## config.mk

```make
export PLATFORM = sky130hd
export DESIGN_NAME = mm3_front
export DESIGN_NICKNAME = d
export VERILOG_FILES = /design/src/mm3_pkg.sv /design/src/mm3_front.sv
export SDC_FILE = /design/constraint.sdc
export NUM_CORES = 1
export LEC_CHECK = 0
export ABC_CLOCK_PERIOD_IN_PS = 1100
export BUFFER_PORTS_ARGS = -buffer_cell sky130_fd_sc_hd__buf_2
export CAP_MARGIN = 20
export CORE_AREA = 10 10 99 101
export DETAILED_ROUTE_END_ITERATION = 16
export DIE_AREA = 0 0 109 111
export GPL_ROUTABILITY_DRIVEN = 0
export PLACE_DENSITY = 0.65
export SYNTH_ARGS = -nofsm -noshare
export SYNTH_HDL_FRONTEND = slang
export SYNTH_SLANG_ARGS = --single-unit
export TNS_END_PERCENT = 100
```

## constraint.sdc

```tcl
create_clock -name vclk -period 1.1
set_clock_uncertainty 0.05 [all_clocks]
set_input_delay 0.055 -clock vclk [all_inputs]
set_output_delay 0.055 -clock vclk [all_outputs]
set_load 0.005 [all_outputs]
```

## src/mm3_pkg.sv

```systemverilog
package mm3_pkg;

    localparam int QUEUE_DEPTH_DEF = 2;
    localparam int WORD_W          = 64;
    localparam int NBYTES_W        = 5;
    localparam int BLOCK_BYTES     = 16;

    localparam logic [63:0] MIX_C1    = 64'h87c37b91114253d5;
    localparam logic [63:0] MIX_C2    = 64'h4cf5ad432745937f;
    localparam logic [63:0] LANE_ADD1 = 64'h0000000052dce729;
    localparam logic [63:0] LANE_ADD2 = 64'h0000000038495ab5;
    localparam logic [63:0] FIN_M1    = 64'hff51afd7ed558ccd;
    localparam logic [63:0] FIN_M2    = 64'hc4ceb9fe1a85ec53;

    typedef struct packed {
        logic [63:0]         k1;
        logic [63:0]         k2;
        logic [NBYTES_W-1:0] nbytes;
        logic                last;
        logic                full;
    } item_t;

    typedef enum logic [4:0] {
        ST_IDLE,
        ST_K1_M1,
        ST_K1_M2,
        ST_K2_M1,
        ST_K2_M2,
        ST_MIX_A,
        ST_MIX_B,
        ST_MIX_C,
        ST_MIX_D,
        ST_TAIL,
        ST_FIN_A,
        ST_FIN_B,
        ST_AV_M1,
        ST_AV_M2,
        ST_AV_X,
        ST_OUT_A,
        ST_OUT_B,
        ST_PUSH
    } state_t;

    function automatic logic [63:0] rotl64(input logic [63:0] v, input int s);
        return (v << s) | (v >> (64 - s));
    endfunction

endpackage

```

## src/mm3_front.sv

```systemverilog
module mm3_front (
    input  logic            s_tvalid,
    output logic            s_tready,
    input  logic [135:0]    s_tdata,   // word_low, word_high, bytes_valid, zero pad
    input  logic            s_tlast,
    input  logic            q_full,
    output logic            push,
    output mm3_pkg::item_t  push_item
);
    import mm3_pkg::*;

    logic [NBYTES_W-1:0] n_sat;
    logic [NBYTES_W-1:0] n_eff;
    logic                is_full;
    logic [127:0]        raw;
    logic [127:0]        masked;

    assign s_tready = !q_full;
    assign push     = s_tvalid && !q_full;

    always_comb begin
        raw     = s_tdata[127:0];
        n_sat   = (s_tdata[132:128] > NBYTES_W'(BLOCK_BYTES)) ? NBYTES_W'(BLOCK_BYTES)
                                                              : s_tdata[132:128];
        n_eff   = s_tlast ? n_sat : NBYTES_W'(BLOCK_BYTES);
        is_full = (n_eff == NBYTES_W'(BLOCK_BYTES));
        for (int i = 0; i < BLOCK_BYTES; i++) begin
            masked[8*i +: 8] = (n_eff > NBYTES_W'(i)) ? raw[8*i +: 8] : 8'h00;
        end
        push_item.k1     = masked[63:0];
        push_item.k2     = masked[127:64];
        push_item.nbytes = n_eff;
        push_item.last   = s_tlast;
        push_item.full   = is_full;
    end

endmodule

```

==> key figures <==
Run status
  – Status: completed

Cells and area
  – Nets: 591
  – Non-filler instance count after layout: 555
  – Commonest non-fill, non-tap cell in the layout: buf_2
  – P&R area growth vs syn: 134%
  – Sequential cells: 0
  – Most frequent cells in the layout: buf_2 (271), a21boi_0 (57), a21boi_1 (31), nor2b_1 (17), inv_1 (12)
  – Design Area, Final: 2940 um^2
  – FF/Latch Area: 0 um^2
  – Antenna diodes: 0
  – Layout cells sized above 1: 0.689
  – Fillers: roughly 850
  – Clock buffer count: 0

Worst setup path
  – Critical Path Sink Type: output port
  – CP required: 1.00 ns
  – Crit path largest cell delay: 0.27 ns
  – Crit path arrival time: slightly below 1 ns
  – Critical path type: in2out
  – Critical Path, Cell by Cell: buf_12 > nor4b_4 > buf_6 > clkbuf_16 > a21boi_1 > buf_2
  – CP max-delay cell: nor4b_4
  – CP max FO: 8
  – Type of origin of the critical path: input pin

Floorplan
  – Core Rows: 33
  – Top Ports: between 200 and 300
  – Die Y: approximately 110 um
  – Die Footprint: ~12000 um^2
  – Core Region: about 8000 um^2
  – Chip Width: 109 um
  – Starting density of the core: 0.157

Global routing
  – First-pass GRT wire length: around 13000 um
  – GRT Util Overall: 0.131
  – Antenna violations before repair: 0
  – Vias in the first global route: roughly 2500
  – Total grt overflow: 0
  – Largest net degree at the start of global routing: 44

Route
  – Initial DRC Count: 50
  – WL/cell: between 15 and 20 um
  – # DRC: 0
  – Routed Antenna Nets: 0
  – Vias post-DR: ~2400
  – Drt pass-1 iters: 4
  – Vias per std cell: around 4.3
  – Routed WL: roughly 9400 um

Timing
  – WHS: between 0.2 and 0.3 ns
  – Setup repair after global routing missed its margin: true
  – Slew HR: 0.735
  – Final setup viols: 0
  – Max frequency: a little over 0.9 GHz
  – Worst-Margin Slew: between 0.3 and 0.4 ns
  – Final hold vios: 0
  – Max Transition Viols Final: 0
  – Tcrit/Tclk final: 0.987
  – Worst Slack Setup Final: 0.0145 ns
  – Final min period: about 1.1 ns

Synth
  – Synthesized area: 1250 um^2
  – Syn Inst Count: 180
  – Sequential share of the synthesized area: 0
  – Synth cell types: 20
  – Net count after synthesis: between 300 and 400
  – Avg Inst Size Synth: around 7.0 um^2
  – Yosys Warn Count: 0

Pwr
  – PD cells: roughly 370 nW/um^2
  – Pwr Total: between 1 and 1.5 mW
  – Leakage power: roughly 1.7 nW
  – Peak supply drop: between 0.15 and 0.2 mV

Hold path
  – Hold depth: 3
  – Hold path start: q_full
  – Min-Delay Endpoint: s_tready
  – Worst Hold Class: in2out

Placed design
  – Worst slack at placement: -0.285 ns
  – HPWL Detailed: around 8000 um
  – Dpl cell area: 2750 um^2
  – Placed cell count: approximately 550
  – I/O Buffers: 273

Run
  – Maxcap violations: 0

Clocking
  – Hold Buf Count CTS: 0
==> cells by family (layout without fill, tap and decap cells) <==
| group | after synthesis | in the layout | share of synthesized area |
|---|---|---|---|
| AO/OA/AOI/OAI | 108 | 108 | 0.645 |
| AND/OR/NAND/NOR | 40 | 40 | 0.212 |
| buffers and inverters | 32 | 302 | 0.143 |
==> area by class of cell <==
type,instances,area (um^2),share of cell area
tap,105,131,0.0446
multi-input combinational,148,1160,0.394
inverter,12,45.0,0.0153
timing repair buffer,290,1610,0.546
==> synthesized netlist by cell type <==
library cell | number | area [um^2]
nand3_1 | 3 | 15.0
a21boi_1 | 26 | 195
buf_2 | 11 | 55.1
nand4_2 | 1 | 12.5
nand2_1 | 2 | 7.51
buf_4 | 4 | 30.0
clkbuf_1 | 1 | 3.75
nand2_2 | 1 | 6.26
o31ai_4 | 1 | 21.3
a31oi_1 | 8 | 50.1
nor4b_4 | 1 | 23.8
o211ai_1 | 1 | 7.51
and2_1 | 11 | 68.8
nor2_1 | 2 | 7.51
a21boi_0 | 70 | 526
buf_6 | 4 | 45.0
nor3b_2 | 1 | 12.5
nor2b_1 | 18 | 113
o21ai_1 | 2 | 10.0
inv_1 | 12 | 45.0
==> power by group <==
part / switching (mW) / internal (mW)
combinational: 0.482 / 0.598
sequential: 0 / 0
clock: 0 / 0
total: 0.482 / 0.598
==> layer usage <==
metal / share of wire / global-route usage / vias to the layer above / wire length (um)
met5: 0 / 0 / - / 0
met4: 0.0080 / 0.0106 / 0 / 75
met2: 0.50 / 0.247 / 152 / 4730
li1: - / - / 1181 / -
met3: 0.14 / 0.0640 / 6 / 1310
met1: 0.35 / 0.128 / 1027 / 3300
==> metrics by stage <==
stage / TNS [ns] / util
5_1_grt: -0.444 / 0.369
6_report: 0 / 0.369
3_5_place_dp: -3.44 / 0.345
4_1_cts: -0.329 / 0.350
3_3_place_gp: -2.16 / 0.345
2_1_floorplan: 0 / -
==> how the worst max path moves through the flow <==
stage	start	endpoint	slack [ns]	cells past startpoint
finish	s_tdata[131]	push_item[81]	0.01	6
global placement	s_tdata[130]	push_item[17]	-0.20	5
global route	s_tdata[131]	push_item[82]	-0.03	6
floorplan	s_tdata[131]	push_item[79]	0.22	4
detailed placement	s_tdata[130]	push_item[18]	-0.29	5
CTS	s_tdata[131]	push_item[27]	-0.03	5
==> critical path, delay by kind of cell <==
| kind | cells | cell delay [ns] |
|---|---|---|
| AOI/OAI and AO/OA | 1 | 0.06 |
| buffers and inverters | 4 | 0.59 |
| and+or+nand+nor | 1 | 0.27 |
==> what timing repair did <==
item | in CTS | in global routing
endpoints found under the setup margin | 50 | 88
pin swaps | 2 | 3
cloned | 0 | 3
setup buffers | 2 | 1
gates resized for setup | 8 | 34
Power figures use the tool's default switching activity.
