<file path="src/mm3_pkg.sv">
package mm3_pkg;

    localparam int QUEUE_DEPTH_DEF = 2;
    localparam int WORD_W          = 64;
    localparam int NBYTES_W        = 5;
    localparam int BLOCK_BYTES     = 16;

    localparam logic [63:0] MIX_C1    = 64'h87c37b91114253d5;
    localparam logic [63:0] MIX_C2    = 64'h4cf5ad432745937f;
    localparam logic [63:0] LANE_ADD1 = 64'h0000000052dce729;
    localparam logic [63:0] LANE_ADD2 = 64'h0000000038495ab5;
    localparam logic [63:0] FIN_M1    = 64'hff51afd7ed558ccd;
    localparam logic [63:0] FIN_M2    = 64'hc4ceb9fe1a85ec53;

    typedef struct packed {
        logic [63:0]         k1;
        logic [63:0]         k2;
        logic [NBYTES_W-1:0] nbytes;
        logic                last;
        logic                full;
    } item_t;

    typedef enum logic [4:0] {
        ST_IDLE,
        ST_K1_M1,
        ST_K1_M2,
        ST_K2_M1,
        ST_K2_M2,
        ST_MIX_A,
        ST_MIX_B,
        ST_MIX_C,
        ST_MIX_D,
        ST_TAIL,
        ST_FIN_A,
        ST_FIN_B,
        ST_AV_M1,
        ST_AV_M2,
        ST_AV_X,
        ST_OUT_A,
        ST_OUT_B,
        ST_PUSH
    } state_t;

    function automatic logic [63:0] rotl64(input logic [63:0] v, input int s);
        return (v << s) | (v >> (64 - s));
    endfunction

endpackage

</file>
<file path="src/mm3_fifo.sv">
module mm3_fifo #(
    parameter int DEPTH = mm3_pkg::QUEUE_DEPTH_DEF
) (
    input  logic            aclk,
    input  logic            aresetn,
    input  logic            push,
    input  mm3_pkg::item_t  push_item,
    output logic            full,
    input  logic            pop,
    output logic            not_empty,
    output mm3_pkg::item_t  head_item
);
    import mm3_pkg::*;

    localparam int PW = (DEPTH > 1) ? $clog2(DEPTH) : 1;
    localparam int CW = $clog2(DEPTH + 1);

    item_t          mem_reg [DEPTH];
    logic [PW-1:0]  wr_ptr_reg, wr_ptr_next;
    logic [PW-1:0]  rd_ptr_reg, rd_ptr_next;
    logic [CW-1:0]  count_reg, count_next;

    assign full      = (count_reg == CW'(DEPTH));
    assign not_empty = (count_reg != '0);
    assign head_item = mem_reg[rd_ptr_reg];

    always_comb begin
        wr_ptr_next = wr_ptr_reg;
        rd_ptr_next = rd_ptr_reg;
        count_next  = count_reg;
        if (push) begin
            wr_ptr_next = (wr_ptr_reg == PW'(DEPTH - 1)) ? '0 : wr_ptr_reg + 1'b1;
        end
        if (pop) begin
            rd_ptr_next = (rd_ptr_reg == PW'(DEPTH - 1)) ? '0 : rd_ptr_reg + 1'b1;
        end
        if (push && !pop) begin
            count_next = count_reg + 1'b1;
        end else if (pop && !push) begin
            count_next = count_reg - 1'b1;
        end
    end

    always_ff @(posedge aclk) begin
        if (!aresetn) begin
            wr_ptr_reg <= '0;
            rd_ptr_reg <= '0;
            count_reg  <= '0;
        end else begin
            wr_ptr_reg <= wr_ptr_next;
            rd_ptr_reg <= rd_ptr_next;
            count_reg  <= count_next;
        end
    end

    always_ff @(posedge aclk) begin
        if (push) begin
            mem_reg[wr_ptr_reg] <= push_item;
        end
    end

endmodule

</file>
<file path="config.mk">
export PLATFORM = sky130hd
export DESIGN_NAME = mm3_fifo
export DESIGN_NICKNAME = d
export VERILOG_FILES = /design/src/mm3_pkg.sv /design/src/mm3_fifo.sv
export SDC_FILE = /design/constraint.sdc
export NUM_CORES = 1
export LEC_CHECK = 0
export BUFFER_PORTS_ARGS = -buffer_cell sky130_fd_sc_hd__buf_4
export CORE_MARGIN = 4
export CORE_UTILIZATION = 53
export CTS_BUF_LIST = sky130_fd_sc_hd__clkbuf_4
export DETAILED_ROUTE_END_ITERATION = 8
export PLACE_DENSITY_LB_ADDON = 0.1
export SLEW_MARGIN = 20
export SYNTH_ARGS = -nofsm -noshare
export SYNTH_HDL_FRONTEND = slang
export SYNTH_SLANG_ARGS = --single-unit
</file>
<file path="constraint.sdc">
create_clock -name aclk -period 15.95 [get_ports aclk]
set_clock_uncertainty 0.05 [all_clocks]
set_input_delay 0.7975 -clock aclk [delete_from_list [all_inputs] [get_ports aclk]]
set_output_delay 0.7975 -clock aclk [all_outputs]
set_load 0.05 [all_outputs]
</file>
==> results.md, run 1 <==
Outcome:
- The run finished with clean final reports.

Timing:
- The final critical-path required period is 4.28 ns.
- The max-slew violation count is 0.
- The achievable frequency is 0.234 GHz.
- For the pin with the worst max-slew slack, the measured transition is 1.09 ns.
- The final critical path takes up 26.8% of the cycle.
- Summed over all failing endpoints, the final setup total negative slack is 0 ns.
- In this run the tightest slew margin relative to its limit is 27.4%.
- Setup repair after global routing left no endpoint under its margin.
- The worst hold slack after final layout is 0.319 ns.
- The final hold violation count was 0.
- The number of setup violations in the final report is 0.

Setup path:
- The reg-to-reg startpoint is wr_ptr_reg$_SDFFE_PN0P_.
- The critical path in this run is classified as register to output port.
- The worst reg-to-reg path cell count is 2.
- The highest net fanout along the worst path is 58.
- The kind of capture point of the worst setup path is an output port.
- At the worst endpoint, the required time is 15.10 ns.
- STA classifies the critical path startpoint as a register.
- The critical path data arrival time is 3.43 ns.

Power and ir drop:
- Of the total power, the clock network draws 31.3%.
- Net switching is 26.9% of the power.
- The cell leakage power is 5.16 nW.
- The internal power contribution is 1.23 mW.
- The sequential share of power is 50.3%.
- Combinational logic burns 18.4% of the power.
- VDD sags by at most 0.0700 mV.
- In this run the power density over the cells is 127 mW/mm^2.
- The power spent charging and discharging nets is 0.453 mW.

Logic synthesis:
- The number of nets in the synthesized netlist is 582.
- After synthesis the netlist holds a flip-flop and latch count of 275.
- A synthesized cell averages 23.0 um^2.
- Of the synthesized area, sequential elements account for 80.8%.
- Summed over its instances, the top area cell type makes up 79.9% of the synthesized netlist area.
- The Yosys step of the flow raised 0 warnings.
- After synthesis, the cell types taking the most area are edfxtp_1 (80%), mux2_2 (9.4%), mux2_4 (7.4%).
- The unique cell type count in the Yosys netlist is 17.
- The cell area that synthesis handed to floorplanning was 0.0102 mm^2.
- The cell count after synthesis is 442.
- The library cell occupying the most area in the post-synthesis netlist is edfxtp_1.

Clock tree:
- The number of setup buffers added after CTS is 0.
- The post-cts sizing count is 0.
- The clock edge transition at the registers on the reported setup and hold paths is 0.07 ns.
- The CTS H-tree depth is 3.
- The CTS tree is yes.
- In this run, post-CTS hold repair placed 0 buffers.
- CTS placed an instance of clkbuf_4 at the clock tree root.
- Clock latency on the worst-skew pair, taken at its later pin, is 0.60 ns.
- The TritonCTS buffer count is 70.
- The maximum count of clock buffers along a single path is 3.
- The count of clock tree sinks is 275.

Global route:
- Global routing used 18.1% of the available tracks across all layers.
- The overflow left after global routing is 0.
- The first global-routing pass estimated 30000 um of wire.
- The number of global-route vias before repair is 5751.
- The largest net degree at the start of global routing is 82.
- The initial antenna violation count is 1.

Routing:
- In the routed design, unresolved DRC markers number 0.
- After detailed routing, the number of vias per cell comes to 5.03.
- The total length of routed wires is 19900 um.
- Before antenna repair, the detailed router went through 7 iterations.
- The DRC marker count from the first detailed-route iteration is 161.
- The final route contains 5293 vias.
- In the final routed layout, each cell accounts on average for 18.9 um.
- The remaining antenna violation count after routing is 0.

Floorplan:
- The height of the chip is 146 um.
- The starting density of the core is 54.1%.
- The floorplan die width is 146 um.
- The floorplan step defined a core boundary enclosing 0.0188 mm^2.
- In this run the count of I/O pins placed on the die edge is 276.
- The die covers 0.0214 mm^2.
- The number of placement rows is 50.

Layout:
- In the final design database the tool counted 920 nets.
- The filler cell count in the final layout is 1222.
- The register with the most flip-flops in the layout has 270 of them.
- Relative to the synthesized area, the layout overhead comes to 30.5%.
- The post-route netlist has 63.5% of its cells at a drive strength greater than 1.

Job:
- The tool flagged a number of max-cap violations equal to 0.

Place:
- The routability-driven placement congestion ratio is 0.768.
- Summed over all nets, the half-perimeter wirelength after detailed placement is 13200 um.
- The number of buffers inserted by port buffering is 275.

Min path:
- The worst hold path begins at push_item[36].
- The path class of the tightest hold or removal check is primary input to register.
- Counting instances, the worst hold path has a depth of 1.
==> power groups by stage <==
stage          combinational [mW]  clock (mW)  sequential, mW
3_3_place_gp                0.307           0           0.861
2_1_floorplan               0.216           0           0.863
6_report                    0.310       0.526           0.848
4_1_cts                     0.312       0.550           0.848
5_1_grt                     0.323       0.589           0.850
3_5_place_dp                0.312           0           0.864
==> stage by stage <==
| step | util, % | total power [mW] | instance area, um^2 | cells | setup WS (ns) |
|---|---|---|---|---|---|
| finish | 70.6 | 1.68 | 13300 | 1052 | 11.67 |
| global route | 70.6 | 1.76 | 13300 | 1052 | 11.45 |
| CTS | 70.5 | 1.71 | 13200 | 1050 | 11.54 |
| detailed placement | 66.3 | 1.18 | 12400 | 941 | 12.26 |
| global placement | 66.3 | 1.17 | 12400 | 941 | 12.33 |
| floorplan | - | 1.08 | 10200 | 442 | 8.58 |
==> synthesized netlist by cell type <==
master      n
edfxtp_1  270
mux2_2     85
mux2_4     50
buf_2       8
buf_6       7
dfxtp_1     5
and2_1      4
nor2b_1     3
xor2_1      2
a21boi_0    1
ha_1        1
inv_1       1
o21a_1      1
o21ai_0     1
or2_2       1
or3_1       1
xnor2_1     1
==> routing by layer <==
| layer | vias to the layer above | track usage [%] | part of all wire (%) | wire length, um |
|---|---|---|---|---|
| met2 | 217 | 30.5 | 51 | 10200 |
| met1 | 2576 | 20.4 | 37 | 7460 |
| met4 | 0 | 7.15 | 1.6 | 324 |
| met5 | - | 0 | 0 | 0 |
| li1 | 2472 | - | - | - |
| met3 | 28 | 7.91 | 10 | 1990 |
==> cell families after synthesis <==
group / Yosys count / synth area share (%)
multiplexers: 135 / 16.8
AND/OR/NAND/NOR: 9 / 0.555
AO/OA/AOI/OAI: 3 / 0.197
adder cells (fa/ha/maj): 1 / 0.123
flip-flops: 275 / 80.8
XOR/XNOR: 3 / 0.259
buffers and inverters: 16 / 1.21
==> critical path, cell delays in order, from the launching register on <==
cell and delay (ns):
dfxtp_4 0.60, buf_4 0.74, buf_4 0.79, mux2_2 0.42, buf_4 0.19
==> final timing paths <==
check | to | slack, ns
hold reg to reg | count_reg[1]$_SDFFE_PN0P_ | 0.48
setup / recovery | head_item[27] | 11.67
hold / removal | mem_reg[1][36]$_DFFE_PP_ | 0.32
setup reg to reg | mem_reg[1][82]$_DFFE_PP_ | 13.41
==> layout make-up <==
cell class	instances	area, um^2	share of cell area (%)
Sequential cell	275	8210	62.0
Tap cell	234	293	2.21
Multi-Input combinational cell	151	1830	13.8
Clock inverter	10	37.5	0.283
Clock buffer	99	743	5.61
Antenna cell	1	2.50	0.0189
Inverter	1	3.75	0.0283
Timing Repair Buffer	281	2130	16.1
==> placed cells by master, fill, tap and decap left out <==
cell	netlist	routed
mux2_4	50	50
dfxtp_4	0	1
or2_2	1	1
xnor2_1	1	1
clkinv_1	0	10
mux2_2	85	85
and2_1	4	3
and2_4	0	1
dfxtp_1	5	4
edfxtp_1	270	270
inv_1	1	1
xor2_1	2	2
clkbuf_4	0	99
a21boi_0	1	1
nor2b_1	3	2
nor2b_4	0	1
ha_1	1	1
o21ai_0	1	1
o21a_1	1	1
buf_4	0	280
or3_1	1	1
buf_16	0	1
diode_2	0	1
Power figures use the tool's default switching activity.
==> run 2, diff against run 1 <==
--- a/config.mk
+++ b/config.mk
@@ -5,9 +5,10 @@
 export SDC_FILE = /design/constraint.sdc
 export NUM_CORES = 1
 export LEC_CHECK = 0
+export ABC_AREA = 1
 export BUFFER_PORTS_ARGS = -buffer_cell sky130_fd_sc_hd__buf_4
 export CORE_MARGIN = 4
-export CORE_UTILIZATION = 53
+export CORE_UTILIZATION = 49
 export CTS_BUF_LIST = sky130_fd_sc_hd__clkbuf_4
 export DETAILED_ROUTE_END_ITERATION = 8
 export PLACE_DENSITY_LB_ADDON = 0.1
==> constraint.sdc (replaced) <==
create_clock -name aclk -period 3.5 [get_ports aclk]
set_clock_uncertainty 0.05 [all_clocks]
set_input_delay 0.175 -clock aclk [delete_from_list [all_inputs] [get_ports aclk]]
set_output_delay 0.175 -clock aclk [all_outputs]
set_load 0.05 [all_outputs]
==> results.md, run 2 <==
Layout:
- In the layout the commonest cells are buf_4 (279), edfxtp_1 (270), dlygate4sd3_1 (139), clkbuf_4 (107), mux2_2 (85).
- The post-route netlist has 54.3% of its cells at a drive strength greater than 1.
- Relative to the synthesized area, the layout overhead comes to 46.1%.
- The finished cells cover 0.0148 mm^2.
- The library cell used most frequently in the layout, excluding fill and tap cells, is buf_4.
- The register with the most flip-flops in the layout has 270 of them.
- After the last flow step, the layout net total stands at 1076.
- Counting the fill cells in the layout gives 1304.

Floorplan:
- The full die area is 0.0231 mm^2.
- The number of placement rows is 52.
- The starting density of the core is 50.1%.
- The core region is 0.0203 mm^2.
- The I/O pin count is 276.
- Measured along the y axis, the die boundary spans 152 um.
- In this run the horizontal extent of the chip is 152 um.

Logic synthesis:
- The post-synthesis cell area is 0.0102 mm^2.
- The number of warning messages in the yosys log is 0.
- The top cell type's share of synthesized area is 79.8%.
- The number of nets in the synthesized netlist is 595.
- The top flip-flop cell by instance count after synthesis is edfxtp_1.
- Of all cell types, the one taking the most synthesized area is edfxtp_1.
- In the post-synthesis netlist, the cell with the most instances is edfxtp_1.
- The synthesized area per cell is 22.3 um^2.
- Sorting the synthesized cells by area gives the leading types as edfxtp_1 (80%), mux2_2 (9.4%), mux2_4 (7.4%).
- Synthesis handed over a netlist of 455 instances.
- Counting flops with a built-in enable in the synthesized netlist gives 270.
- The fraction of registers with async set/reset is 0%.
- The part of the Yosys area used for sequential elements is 80.8%.
- Yosys mapped the design onto 14 distinct sky130hd cell types.
- After synthesis the netlist holds a flip-flop and latch count of 275.
- By count the netlist is led by edfxtp_1 (270), mux2_2 (85), mux2_4 (50).

Power and ir drop:
- The internal portion of the total power is 5.84 mW.
- The power spent charging and discharging nets is 2.10 mW.
- Of the total power, combinational logic draws 17.6%.
- The power consumption is 7.94 mW.
- In this run, the clock network consumes 33.7% of the power.
- The sequential share of power is 48.7%.
- Across the VDD grid, the largest voltage drop is 0.374 mV.
- Net switching is 26.5% of the power.
- The power density of the placed cells is 535 mW/mm^2.
- For this design the static power due to leakage is 5.84 nW.

Setup path:
- Data on the critical path arrives at its endpoint at 2.41 ns.
- The critical path goes through buf_4 > mux2_2 > buf_4.
- The critical path startpoint category is a register.
- By startpoint and endpoint, the worst setup path is classified as register to output port.
- On the worst path, the slowest cell contributes a delay of 0.70 ns.
- The highest net fanout along the worst path is 29.
- The worst setup path is captured at an output port.
- The reg-to-reg startpoint is wr_ptr_reg$_SDFFE_PN0P_.
- The data required time of the critical path is 3.27 ns.
- In this design, the critical path's most frequently occurring cell is buf_4.
- The reg2reg setup slack is 1.47 ns.
- The critical register-to-register path endpoint is mem_reg[1][56]$_DFFE_PP_.
- For the worst flop-to-flop path, the logic depth is 3.
- The standard cell with the maximum stage delay on the critical path is dfxtp_4.

Place:
- The total placed instance area is 0.0126 mm^2.
- The placed wire-length estimate is 13400 um.
- The congestion estimate from routability-driven global placement came to 0.728.
- The number of buffers inserted by port buffering is 275.

Timing:
- Setup repair after global routing left no endpoint under its margin.
- The worst hold slack after final layout is 0.214 ns.
- The final hold violation count is 0.
- The max-slew violation count is 0.
- Headroom to the max-slew limit came out at 41.0%.
- Setup violations remaining at the end of the flow were counted as 0.
- The worst path uses 75.4% of the clock period.
- The final critical-path required period is 2.64 ns.
- Based on the critical path, the design can be clocked at up to 0.379 GHz.
- The setup total negative slack is 0 ns.
- At the pin with the least slew margin, the transition time is 0.886 ns.

Routing:
- The routed layout has 6014 vias.
- In the routed layout, each cell is associated on average with a via count of 4.80.
- After detailed routing, the number of remaining DRC violations is 0.
- The first-pass iteration count of the detailed router is 4.
- The remaining antenna violation count after routing is 0.
- In the final routed layout, each cell accounts on average for 17.6 um.
- The DRC marker count from the first detailed-route iteration is 313.
- The total length of routed wires is 22100 um.

Global route:
- Entering global routing, the biggest net connects 81 pins.
- The number of global-route vias before repair is 6722.
- The initial antenna violation count was 2.
- The first global-routing pass estimated 35000 um of wire.
- After global routing the overflow that remains totals 0.
- The overall fraction of global-route tracks in use is 18.9%.

Clock tree:
- The number of setup buffers added after CTS is 0.
- TritonCTS built the clock tree.
- The clock edge transition at the registers on the reported setup and hold paths is 0.06 ns.
- In this run the clock root is driven by a clkbuf_4.
- Counting along the longest clock path gives a buffer depth of 3.
- The CTS H-tree depth is 3.
- The count of clock tree sinks is 275.
- The TritonCTS buffer count is 72.
- At the later pin of the worst-skew pair, clock insertion delay measures 0.63 ns.

Min path:
- In this run the most critical hold path is launched from push_item[132].
- The depth of the worst hold-timing path is 2.
- The worst hold path endpoint is mem_reg[0][132]$_DFFE_PP_.
- The path class of the lowest-slack min-delay path is primary input to register.

Outcome:
- The run finished with clean final reports.

Job:
- Max-cap violations in this run came to 0.
run 2: worst max path at each step:
| stage | start | end | slack [ns] | cells after the start |
|---|---|---|---|---|
| floorplan | wr_ptr_reg$_SDFFE_PN0P_ | mem_reg[1][0]$_DFFE_PP_ | 0.62 | 2 |
| global placement | wr_ptr_reg$_SDFFE_PN0P_ | mem_reg[1][129]$_DFFE_PP_ | 1.49 | 3 |
| detailed placement | wr_ptr_reg$_SDFFE_PN0P_ | mem_reg[1][131]$_DFFE_PP_ | 1.43 | 3 |
| CTS | register | head_item[124] | 0.78 | 3 |
| global route | register | head_item[124] | 0.73 | 3 |
| finish | register | head_item[124] | 0.86 | 3 |
run 2: area by class of cell:
type,count,area [um^2],area share (%)
clock inverter,13,82.6,0.556
timing repair buffer,422,3560,24.0
sequential,275,8210,55.3
antenna,2,5.00,0.0337
clock buffer,107,803,5.41
inverter,8,33.8,0.228
tap,270,338,2.28
multi-input combinational,157,1810,12.2
run 2: cells by family (layout without fill, tap and decap cells):
logic type               count (synthesis)  count (layout)  synth area share [%]
AO/OA/AOI/OAI                            2               2                0.0984
other                                    0               2                     0
AND/OR/NAND/NOR                         19              19                 0.739
multiplexers                           135             135                  16.8
flip-flops                             275             275                  80.8
adder cells (fa/ha/maj)                  1               1                 0.123
buffers and inverters                   23             550                  1.47
run 2: worst max-delay path: cells and delay by family, from the launching register on:
| family | cells | cell delay, ns |
|---|---|---|
| multiplexers | 1 | 0.41 |
| flip-flops | 1 | 0.70 |
| buffers and inverters | 2 | 0.66 |
run 2: power groups by stage:
| stage | clock network [mW] | logic, mW | registers, mW |
|---|---|---|---|
| 3_3_place_gp | 0 | 1.25 | 3.93 |
| 3_5_place_dp | 0 | 1.27 | 3.94 |
| 4_1_cts | 2.76 | 1.41 | 3.87 |
| 5_1_grt | 2.98 | 1.46 | 3.88 |
| 2_1_floorplan | 0 | 0.859 | 3.92 |
| 6_report | 2.67 | 1.40 | 3.87 |
run 2: timing repair:
action | in CTS | in global routing
hold endpoints to repair | 275 | 0
gates resized for setup | 0 | 0
hold buffers | 139 | 0
run 2: metrics by stage:
| step | utilization [%] | setup WS (ns) | instances |
|---|---|---|---|
| 2_1_floorplan | - | 0.621 | 455 |
| 3_3_place_gp | 61.9 | 1.49 | 993 |
| 3_5_place_dp | 61.9 | 1.43 | 993 |
| 4_1_cts | 73.1 | 0.785 | 1252 |
| 5_1_grt | 73.1 | 0.726 | 1254 |
| 6_report | 73.1 | 0.862 | 1254 |
run 2: routing by layer:
metal	global-route usage, %	up-vias	part of all wire, %
li1	-	2799	-
met1	21.8	2908	38
met2	31.9	257	51
met3	6.94	50	8.1
met4	8.56	0	2.7
met5	0	-	0
==> run 3, diff against run 2 <==
--- a/config.mk
+++ b/config.mk
@@ -8,7 +8,7 @@
 export ABC_AREA = 1
 export BUFFER_PORTS_ARGS = -buffer_cell sky130_fd_sc_hd__buf_4
 export CORE_MARGIN = 4
-export CORE_UTILIZATION = 49
+export CORE_UTILIZATION = 53
 export CTS_BUF_LIST = sky130_fd_sc_hd__clkbuf_4
 export DETAILED_ROUTE_END_ITERATION = 8
 export PLACE_DENSITY_LB_ADDON = 0.1
==> constraint.sdc (replaced) <==
create_clock -name aclk -period 2.5 [get_ports aclk]
set_clock_uncertainty 0.05 [all_clocks]
set_input_delay 0.125 -clock aclk [delete_from_list [all_inputs] [get_ports aclk]]
set_output_delay 0.125 -clock aclk [all_outputs]
set_load 0.05 [all_outputs]
==> results.md, run 3 (synthesized netlist as in run 2, its figures left out) <==
Outcome:
- The flow ran to the end, and the final reports show no timing, DRC or antenna violations.

Floorplan:
- The starting density of the core is 54.1%.
- The I/O pin count is 276.
- The full die area is 0.0215 mm^2.
- After floorplanning, the core was sized to cover 0.0188 mm^2.
- The floorplan die width is 146 um.
- The floorplan step set the die height to 146 um.
- The number of placement rows is 50.

Routing:
- The average wire per standard cell is 19.4 um.
- The remaining antenna violation count after routing is 0.
- The met2 wire length is 12700 um.
- The wire length on met3 is 1550 um.
- After detailed routing, the wire length on met1 is 8700 um.
- The highest layer used for signal routing is met4.
- In the routed layout, each cell is associated on average with a via count of 4.97.
- For this block, the initial DRC count from the detailed router was 290.
- The DRC violation count after routing is 0.
- The first detailed-routing pass took 4 iterations.
- For this block, the via count after detailed routing is 6028.
- The total length of routed wires is 23500 um.

Clock tree:
- The tree is rooted in a clkbuf_4.
- The post-cts sizing count is 0.
- In this run the deepest clock path goes through 3 buffers.
- The H-tree was split into 3 levels.
- After clock tree synthesis, the clock-pin slew on the worst setup and hold paths is 0.08 ns.
- The source-to-sink clock delay at the later pin of the worst-skew pair is 0.61 ns.
- The count of clock tree sinks is 275.
- The CTS tree is yes.
- After clock tree synthesis, the flow added hold-fix buffers numbering 140.
- The number of setup buffers added after CTS is 0.
- The TritonCTS buffer count is 70.

Timing:
- Headroom to the max-slew limit came out at 51.4%.
- Setup repair after global routing left no endpoint under its margin.
- The final hold violation count is 0.
- The achievable frequency is 0.432 GHz.
- The max-slew violation count was 0.
- After layout, the worst path uses 92.6% of the clock period.
- For the pin with the worst max-slew slack, the measured transition is 0.729 ns.
- Setup violations remaining at the end of the flow were counted as 0.
- The worst path setup slack after routing is 0.186 ns.
- In the final timing run, aggregate negative setup slack is 0 ns.
- The worst hold slack after final layout is 0.178 ns.
- Counting I/O delays and the setup requirement, the final critical path takes 2.31 ns.

Global route:
- The number of global-route vias before repair is 6965.
- The overflow left after global routing is 0.
- The initial antenna violation count is 1.
- Entering global routing, the biggest net connects 84 pins.
- The first-pass GRT wire length is 36300 um.
- The overall fraction of global-route tracks in use is 21.7%.

Setup path:
- The critical path buffer and inverter count is 2.
- The delay of the slowest cell on the worst path is 0.59 ns.
- The critical path data arrival time is 2.14 ns.
- The kind of capture point of the worst setup path is an output port.
- Counting stages on the worst path, the most repeated cell is buf_4.
- The standard cell with the maximum stage delay on the critical path is dfxtp_4.
- The critical path startpoint category is a register.
- The critical path goes through buf_4 > mux2_2 > buf_4.
- The kind of cell adding the most delay to the critical path is flip-flops.
- The worst setup path category is register to output port.
- At the worst endpoint, the required time is 2.33 ns.
- In this run the worst path has a maximum fanout of 24.

Power and ir drop:
- For this design the static power due to leakage is 5.84 nW.
- The combinational share of power is 18.2%.
- Cell internal power was estimated by the tool at 8.01 mW.
- The power density of the placed cells is 739 mW/mm^2.
- Net switching is 26.7% of the power.
- Overall power consumption after layout is estimated at 10.9 mW.
- The clock network power share is 32.2%.
- Across the VDD grid, the largest voltage drop is 0.553 mV.
- In this run the power spent charging and discharging nets is 2.92 mW.
- The sequential share of power is 49.6%.

Layout:
- The filler cell count in the final layout is 1046.
- The final non-filler cell area is 0.0148 mm^2.
- The number of flip-flops under the largest register name is 270.
- The post-layout instance count excluding filler cells is 1213.
- At the end of the flow the core is filled with cells to 78.8%.
- In the final layout, the share of cells above drive strength 1 is 54.2%.
- The library cells used most frequently in the layout, excluding fill and tap cells, are buf_4 (279), edfxtp_1 (270), dlygate4sd3_1 (140), clkbuf_4 (103), mux2_2 (85).
- For this run, the post-layout net count is 1077.
- The most common library cell in the layout ignoring fill and taps is buf_4.
- The area growth from synthesis to layout is 45.5%.

Min path:
- In this run the worst hold path is classified as primary input to register.

Place:
- At the placement stage, the worst setup path has a slack of 0.801 ns.
- Summed over all nets, the half-perimeter wirelength after detailed placement is 13900 um.
- The count of buffers added on input and output ports is 275.
- The total placed instance area is 0.0126 mm^2.
- The number of placed instances, taps included, is 959.
- The congestion estimate from routability-driven global placement came to 0.758.

Job:
- Max-cap violations in this run came to 0.
run 3: cell count changes in the layout (fill, tap and decap cells not counted), sizes merged:
cell and change:
dlygate4sd3 +1, clkinvlp -2, clkbuf -4, diode -1, buf +2, clkinv +1, bufinv -1, inv -1
run 3: routing by layer:
metal	vias up	track usage [%]
li1	2788	-
met1	2947	24.1
met2	255	38.6
met3	38	6.67
met4	0	9.08
met5	-	0
run 3: worst paths after layout:
kind / slack [ns] / cells after the start / startpoint / endpoint
hold / removal: 0.18 / 2 / push_item[42] / mem_reg[1][42]$_DFFE_PP_
hold reg to reg: 0.45 / 2 / rd_ptr_reg$_SDFFE_PN0P_ / rd_ptr_reg$_SDFFE_PN0P_
setup reg to reg: 0.72 / 5 / wr_ptr_reg$_SDFFE_PN0P_ / wr_ptr_reg$_SDFFE_PN0P_
setup / recovery: 0.19 / 3 / register / head_item[20]
run 3: layout make-up:
cell class,count,area (um^2),area share (%)
multi-input cells,157,1820,12.3
repair buffers,425,3620,24.5
diodes,1,2.50,0.0169
inverters,8,33.8,0.228
clock buffers,103,773,5.23
well taps,234,293,1.98
flip-flops and latches,275,8210,55.5
clock inverters,10,38.8,0.262
run 3: power groups by stage:
stage | registers [mW] | clock network [mW] | logic (mW)
final | 5.42 | 3.52 | 1.99
after detailed placement | 5.51 | 0 | 1.80
after CTS | 5.42 | 3.59 | 1.99
after floorplan | 5.49 | 0 | 1.20
after global routing | 5.43 | 3.93 | 2.08
after global placement | 5.50 | 0 | 1.77
